`config.mk`:
```
export PLATFORM = sky130hd
export DESIGN_NAME = sst_front
export DESIGN_NICKNAME = d
export VERILOG_FILES = /design/src/rtl/core/subscription_slot_table_assert.svh /design/src/rtl/core/sst_pkg.sv /design/src/rtl/core/sst_front.sv
export SDC_FILE = /design/constraint.sdc
export NUM_CORES = 1
export LEC_CHECK = 0
export ABC_AREA = 1
export BUFFER_PORTS_ARGS = -buffer_cell sky130_fd_sc_hd__buf_2
export CORE_MARGIN = 10
export CORE_UTILIZATION = 45
export DETAILED_ROUTE_END_ITERATION = 10
export HOLD_SLACK_MARGIN = 0.05
export PLACE_DENSITY_LB_ADDON = 0.1
export SLEW_MARGIN = 20
export SYNTH_ARGS = -nofsm -noshare
export SYNTH_HDL_FRONTEND = slang
export SYNTH_SLANG_ARGS = --single-unit
```
`constraint.sdc`:
```
create_clock -name clock -period 22.4 [get_ports clock]
set_input_delay 1.12 -clock clock [delete_from_list [all_inputs] [get_ports clock]]
set_output_delay 1.12 -clock clock [all_outputs]
set_load 0.01 [all_outputs]
```
`src/rtl/core/subscription_slot_table_assert.svh`:
```
// assertion macros used by the subscription slot table rtl
`ifndef SUBSCRIPTION_SLOT_TABLE_ASSERT_SVH
`define SUBSCRIPTION_SLOT_TABLE_ASSERT_SVH

// same-cycle implication
`define SST_ASSERT_NOW(lbl, clk, rst, ante, cons, msg) \
   lbl: assert property (@(posedge clk) disable iff (rst) (ante) |-> (cons)) \
      else $error(msg);

// next-cycle implication
`define SST_ASSERT_NEXT(lbl, clk, rst, ante, cons, msg) \
   lbl: assert property (@(posedge clk) disable iff (rst) (ante) |=> (cons)) \
      else $error(msg);

`endif

```
`src/rtl/core/sst_pkg.sv`:
```
// types, constants and helper functions of the subscription slot table
package sst_pkg;

   localparam int SUB_SLOTS   = 8;
   localparam int ITEM_SLOTS  = 64;
   localparam int SUB_IDX_W   = $clog2(SUB_SLOTS);
   localparam int ITEM_IDX_W  = $clog2(ITEM_SLOTS);
   localparam int ITEM_CNT_W  = ITEM_IDX_W + 1;
   localparam int TRY_W       = $clog2(ITEM_SLOTS + 2);
   localparam int SLOT_W      = 6;
   localparam int KA_W        = 31;
   localparam logic [KA_W-1:0] KA_MAX = 31'h5555_5555;

   // command queue between intake and engine
   localparam int Q_DEPTH     = 2;
   localparam int Q_PTR_W     = $clog2(Q_DEPTH);

   // command codes
   localparam logic [2:0] CMD_CREATE   = 3'd0;
   localparam logic [2:0] CMD_FIND     = 3'd1;
   localparam logic [2:0] CMD_DEL_SUB  = 3'd2;
   localparam logic [2:0] CMD_ALLOC    = 3'd3;
   localparam logic [2:0] CMD_DEL_ITEM = 3'd4;

   // status codes
   localparam logic [2:0] STAT_GOOD           = 3'd0;
   localparam logic [2:0] STAT_TOO_MANY_SUBS  = 3'd1;
   localparam logic [2:0] STAT_TOO_MANY_ITEMS = 3'd2;
   localparam logic [2:0] STAT_BAD_SUB        = 3'd3;
   localparam logic [2:0] STAT_BAD_ITEM       = 3'd4;

   typedef struct packed {
      logic [2:0]  cmd;
      logic [31:0] session_no;
      logic [31:0] sub_no;
      logic [31:0] item_id;
      logic [31:0] publish_interval;
      logic [31:0] requested_lifetime;
      logic [31:0] requested_keep_alive;
      logic [31:0] notify_limit;
      logic [7:0]  service_priority;
      logic        publish_enable;
      logic [63:0] now_ms;
   } req_type;

   typedef struct packed {
      logic [2:0]       status;
      logic [SLOT_W-1:0] slot_index;
      logic [31:0]      assigned_id;
      logic [KA_W-1:0]  ka_granted;
      logic [31:0]      lifetime_granted;
   } rsp_type;

   typedef enum logic [2:0] {
      OP_CREATE,
      OP_FIND,
      OP_DEL_SUB,
      OP_ALLOC,
      OP_DEL_ITEM,
      OP_NOP
   } op_type;

   typedef struct packed {
      op_type  op;
      req_type req;
   } work_type;

   typedef struct packed {
      logic [31:0]     ident;
      logic [31:0]     session;
      logic [31:0]     interval;
      logic [KA_W-1:0] keep_alive;
      logic [31:0]     lifetime;
      logic [31:0]     notify_limit;
      logic [7:0]      prio;
      logic            publish_on;
      logic [31:0]     seq_num;
      logic [63:0]     next_publish;
   } sub_rec_type;

   typedef struct packed {
      logic [31:0] owner;
      logic [31:0] ident;
   } item_ent_type;

   typedef enum logic [2:0] {
      ST_IDLE,
      ST_EXEC,
      ST_SUB_DRAW,
      ST_FREE,
      ST_DRAW,
      ST_SCAN
   } st_type;

   // candidate drawn from a generator, zero skipped
   function automatic logic [31:0] id_first(input logic [31:0] gen);
      return (gen == 32'd0) ? 32'd1 : gen;
   endfunction

   // generator value after one draw
   function automatic logic [31:0] id_advance(input logic [31:0] gen);
      logic [31:0] nxt;
      nxt = id_first(gen) + 32'd1;
      return (nxt == 32'd0) ? 32'd1 : nxt;
   endfunction

   function automatic logic [KA_W-1:0] clamp_ka(input logic [31:0] ka);
      logic [KA_W-1:0] res;
      if (ka == 32'd0) begin
         res = KA_W'(1);
      end else if (ka > {1'b0, KA_MAX}) begin
         res = KA_MAX;
      end else begin
         res = ka[KA_W-1:0];
      end
      return res;
   endfunction

   function automatic logic [31:0] raise_lt(input logic [31:0] lt,
                                            input logic [KA_W-1:0] ka);
      logic [31:0] ka3;
      ka3 = {1'b0, ka} + {ka, 1'b0};
      return (lt < ka3) ? ka3 : lt;
   endfunction

endpackage

```
`src/rtl/core/sst_front.sv`:
```
// request intake: accepts, classifies and queues commands for the engine
module sst_front (
   input  logic             clock,
   input  logic             reset,
   input  logic             req_valid,
   output logic             req_ready,
   input  sst_pkg::req_type req_data,
   output logic             q_valid,
   input  logic             q_ready,
   output sst_pkg::work_type q_data
);
   import sst_pkg::*;

   work_type          ent_ff [Q_DEPTH];
   logic [Q_PTR_W-1:0] wr_ptr_ff, wr_ptr_in;
   logic [Q_PTR_W-1:0] rd_ptr_ff, rd_ptr_in;
   logic [Q_PTR_W:0]   cnt_ff, cnt_in;
   work_type          cls;
   logic              push, pop;

   always_comb begin
      cls.req = req_data;
      unique case (req_data.cmd)
         CMD_CREATE:   cls.op = OP_CREATE;
         CMD_FIND:     cls.op = OP_FIND;
         CMD_DEL_SUB:  cls.op = OP_DEL_SUB;
         CMD_ALLOC:    cls.op = OP_ALLOC;
         CMD_DEL_ITEM: cls.op = OP_DEL_ITEM;
         default:      cls.op = OP_NOP;
      endcase
   end

   assign req_ready = (cnt_ff != (Q_PTR_W+1)'(Q_DEPTH));
   assign q_valid   = (cnt_ff != '0);
   assign q_data    = ent_ff[rd_ptr_ff];
   assign push      = req_valid && req_ready;
   assign pop       = q_valid && q_ready;

   always_comb begin
      wr_ptr_in = push ? wr_ptr_ff + Q_PTR_W'(1) : wr_ptr_ff;
      rd_ptr_in = pop ? rd_ptr_ff + Q_PTR_W'(1) : rd_ptr_ff;
      cnt_in    = cnt_ff + (Q_PTR_W+1)'(push) - (Q_PTR_W+1)'(pop);
   end

   always_ff @(posedge clock) begin
      if (reset) begin
         wr_ptr_ff <= '0;
         rd_ptr_ff <= '0;
         cnt_ff    <= '0;
      end else begin
         wr_ptr_ff <= wr_ptr_in;
         rd_ptr_ff <= rd_ptr_in;
         cnt_ff    <= cnt_in;
      end
   end

   always_ff @(posedge clock) begin
      if (push) begin
         ent_ff[wr_ptr_ff] <= cls;
      end
   end

endmodule

```
* After elaboration in Yosys (flattened, before gate mapping)
Memory sizes are Yosys's and may differ from the RTL's. A register that Yosys moved wholly into a read port is not among the register bits. Cells that the tools add are included. Widths: inputs -> output; s select.
Operators by class: eq/ne operators 5, add/subtract/negate cells 4, multiplexer cells 5, reduce and logical (&&, ||, !) cells 4
Operators with widths (count):
- $pmux 3 s5 | 1
- $eq 3x2->1 const B | 2
- $mux 1 | 4
- $eq 3x1->1 const B | 1
- $eq 3x3->1 const B | 1
- $logic_not 3->1 | 1
- $add 1x1->1 const B | 2
- $add 2x1->2 | 1
- $logic_and 1x1->1 | 2
- $ne 2x2->1 const B | 1
- $reduce_bool 2->1 | 1
- $sub 2x1->2 | 1
Storage, ports and cells: bits in writable memories 606, memories kept 1, output and inout port bits 305, bits in registers 4, input port bits 304
Memories:
- ent_ff | depth 2, bits a word 303, read ports 1, clocked after Yosys merged registers in 1, write ports 1, RTL line sst_front.sv:14 | work_type ent_ff [Q_DEPTH];

* Depth between registers and ports, before layout
depth after elaboration 4, gate-level depth with buffers 11, depth with buffers taken out 11

* Worst setup path before layout
OpenSTA, ideal clock, no wires.
path kind input -> register, start in req_valid, end mem ent_ff[1][0] in the netlist's numbering, enable pin, buffers on the path 0, stages on the path 2, data required time 21424 ps, setup slack 7603 ps, arrival time 13821 ps, setup time 976 ps, cell sequence nand2_1 -> nor2_1
Between the ends: word-level cells in the longest chain between the ends 3
RTL lines:
- start: declaration | RTL line sst_front.sv:5 | input logic req_valid,
- $logic_and 1x1->1 | RTL line sst_front.sv:36 | assign push = req_valid && req_ready;
- $mux 1 | RTL line sst_front.sv:58 | if (push) begin
- $mux 1 (not written as such) | RTL line sst_front.sv:59 | ent_ff[wr_ptr_ff] <= cls;
- end: declaration | RTL line sst_front.sv:14
Every way passes these cells.

==> flow_summary.json <==
{
  "outcome": "finished, final reports clean",
  "worst-slew-pin-transition_ps": 1157,
  "tritoncts": "yes",
  "finish.net_count": 1939,
  "p_leak_nw": 11.33,
  "path_clk_slew_ps": 60,
  "grt_pass1_vias": 12159,
  "drt_iter0_drc": 682,
  "post_cts_hold_buffer_count": 0,
  "antenna_left": 0,
  "die_width_um": 247.3,
  "ios": 609,
  "critPathCaptureType": "primary output",
  "drive_above_1_share_pct": 59.92,
  "hold_path.class": "flop to flop",
  "drtPass1Iterations": 5,
  "synth-seq-cells": 611,
  "critical_path_required_ps": 21280,
  "power.share.switching_pct": 27.01,
  "routed_wire_length_per_instance_um": 24.48,
  "synthCells": 983,
  "worst-setup-path-type": "flop to primary output",
  "routabilityCongestion": 0.7917,
  "drc": 0,
  "io_buffers": 608,
  "timing.final.hold_violations": 0,
  "yosysWarningCount": 0,
  "achievable-frequency_mhz": 240.2,
  "postSynthNetCount": 1288,
  "cts-htree-levels": 3,
  "floorplan.die_area_mm2": 0.06115,
  "clock-root-buffer": "sky130_fd_sc_hd__clkbuf_16",
  "track_usage_pct": 18.25,
  "antenna_found_initial": 25,
  "drv_cap": 0,
  "synth_top_cell_area_share_pct": 78.27,
  "overflow": 0,
  "worstPathArrival_ps": 3040,
  "cts_buffers": 67,
  "ys_seq_area_share_pct": 78.70,
  "post-route-period-util_pct": 18.58,
  "total_power_density_per_cell_area_mw_per_mm2": 116.5,
  "timing.critical_path.fanout_max": 79,
  "syn-mean-instance-area_um2": 23.65,
  "power_frac_comb_pct": 25.3,
  "synthesis.area_mm2": 0.02325,
  "layout.cells.most_common": "sky130_fd_sc_hd__buf_2",
  "grt_start_max_net_pins": 172,
  "wirelength_um": 58160,
  "timing.slew.headroom_pct": 22.85,
  "floorplan_row_count": 83,
  "final.setup_skew_ps": 11.71,
  "core_area_mm2": 0.05120,
  "worst_setup_path_start_kind": "flop",
  "yosys-top-cells-area": "sky130_fd_sc_hd__edfxtp_1 78%, sky130_fd_sc_hd__mux2_4 17%, sky130_fd_sc_hd__mux2_2 1.6%, sky130_fd_sc_hd__buf_6 1.4%, sky130_fd_sc_hd__dfxtp_1 0.43%",
  "most-common-layout-cells": "608 x sky130_fd_sc_hd__buf_2, 606 x sky130_fd_sc_hd__edfxtp_1, 270 x sky130_fd_sc_hd__mux2_4",
  "rsz0062_at_grt": "no",
  "vdd.ir_drop.worst_mv": 0.07690,
  "final.setup.tns_ps": 0,
  "drt-vias-per-instance": 4.859,
  "min_period_ps": 4163,
  "power_frac_clock_pct": 30.3,
  "cts-root-to-sink-buffers": 3,
  "ys_types": 17,
  "synthDominantAreaCellType": "sky130_fd_sc_hd__edfxtp_1",
  "clock_latency_ps": 580,
  "slew_viols_final": 0,
  "power_frac_seq_pct": 44.4,
  "cts.sinks": 611,
  "report.final.setup_viol": 0,
  "power.internal_mw": 2.467,
  "vias": 11545,
  "post-cts-setup-buffer-count": 0,
  "total_power_consumption_mw": 3.381,
  "hpwl_um": 41150,
  "floorplan.initialDensity_pct": 45.41,
  "areaGrowthSynthToFinish_pct": 24.77,
  "grt_first_pass_wirelength_um": 80970,
  "timing.hold.ws_ps": 503.9,
  "die_h_um": 247.3,
  "cts_repair_resize_count": 0,
  "p_sw_uw": 913.3
}
## critical path, cell delays in order, from the launching register on
cell and delay, ps:
sky130_fd_sc_hd__dfxtp_4 840, sky130_fd_sc_hd__buf_12 410, sky130_fd_sc_hd__buf_16 490, sky130_fd_sc_hd__mux2_4 360, sky130_fd_sc_hd__buf_2 150
## cells in the mapped netlist
master,count
sky130_fd_sc_hd__buf_6,29
sky130_fd_sc_hd__mux2_2,33
sky130_fd_sc_hd__ha_1,1
sky130_fd_sc_hd__mux2_4,270
sky130_fd_sc_hd__nand2_1,8
sky130_fd_sc_hd__dfxtp_1,5
sky130_fd_sc_hd__a21o_1,1
sky130_fd_sc_hd__clkbuf_1,1
sky130_fd_sc_hd__nand3_1,1
sky130_fd_sc_hd__nor3_1,1
sky130_fd_sc_hd__a21oi_1,2
sky130_fd_sc_hd__buf_2,3
sky130_fd_sc_hd__inv_1,9
sky130_fd_sc_hd__nor2_1,10
sky130_fd_sc_hd__xnor2_1,1
sky130_fd_sc_hd__edfxtp_1,606
sky130_fd_sc_hd__buf_8,2
## per-layer routing
layer	up-vias	global-route usage (%)	part of all wire [%]
met5	-	0	0.31
met4	28	7.280	2.7
met1	5810	19.22	35
met2	385	32.76	54
li1	5220	-	-
met3	102	6.431	8.0
## power by group through the flow
stage          Clock, mW  Combinational, mW  Sequential (mW)
6_report            1.02              0.856             1.50
5_1_grt             1.10              0.910             1.52
4_1_cts             1.06              0.877             1.50
3_5_place_dp           0              0.874             1.53
3_3_place_gp           0              0.875             1.52
2_1_floorplan          0              0.567             1.59
## sequential cells by signal (all words and copies together) (netlist names), named ones only
register / count
cnt_ff: 2
ent_ff: 606
rd_ptr_ff: 1
wr_ptr_ff: 1
## stage by stage
stage	cells	instance area (um^2)	utilization (%)	setup slack, ps
after global placement	2244	26900	52.53	18520
after floorplan	983	23250	-	7603
after CTS	2363	28950	56.55	18280
after detailed placement	2244	26900	52.53	18480
after global routing	2371	29000	56.63	18110
final	2376	29010	56.66	18240
## final timing paths
check,start,to,slack [ps],cells after the start
worst max register to register,cnt_ff[0]$_SDFF_PP0_,ent_ff[1][55]$_DFFE_PP_,19270,6
worst min-delay path,rd_ptr_ff$_SDFFE_PP0P_,flop,500,2
worst max-delay path,flop,q_data[78],18240,4
worst min register to register,rd_ptr_ff$_SDFFE_PP0P_,flop,500,2
## layout make-up
type / count / area, um^2
clock buffers: 84 / 1826
multi-input cells: 328 / 4557
repair buffers: 617 / 3181
flip-flops and latches: 611 / 18300
fillers: 3990 / 22190
well taps: 680 / 850.8
diodes: 12 / 30.03
inverters: 9 / 33.78
clock inverters: 35 / 229.0
## cell families after synthesis
logic type / after synthesis / share of synthesized area (%)
flip-flops: 611 / 78.70
multiplexers: 303 / 19.04
buffers and inverters: 44 / 1.760
AND/OR/NAND/NOR: 20 / 0.3337
AO/OA/AOI/OAI: 3 / 0.07536
XOR/XNOR: 1 / 0.03768
adder cells (fa/ha/maj): 1 / 0.05381
Power figures use the tool's default switching activity.
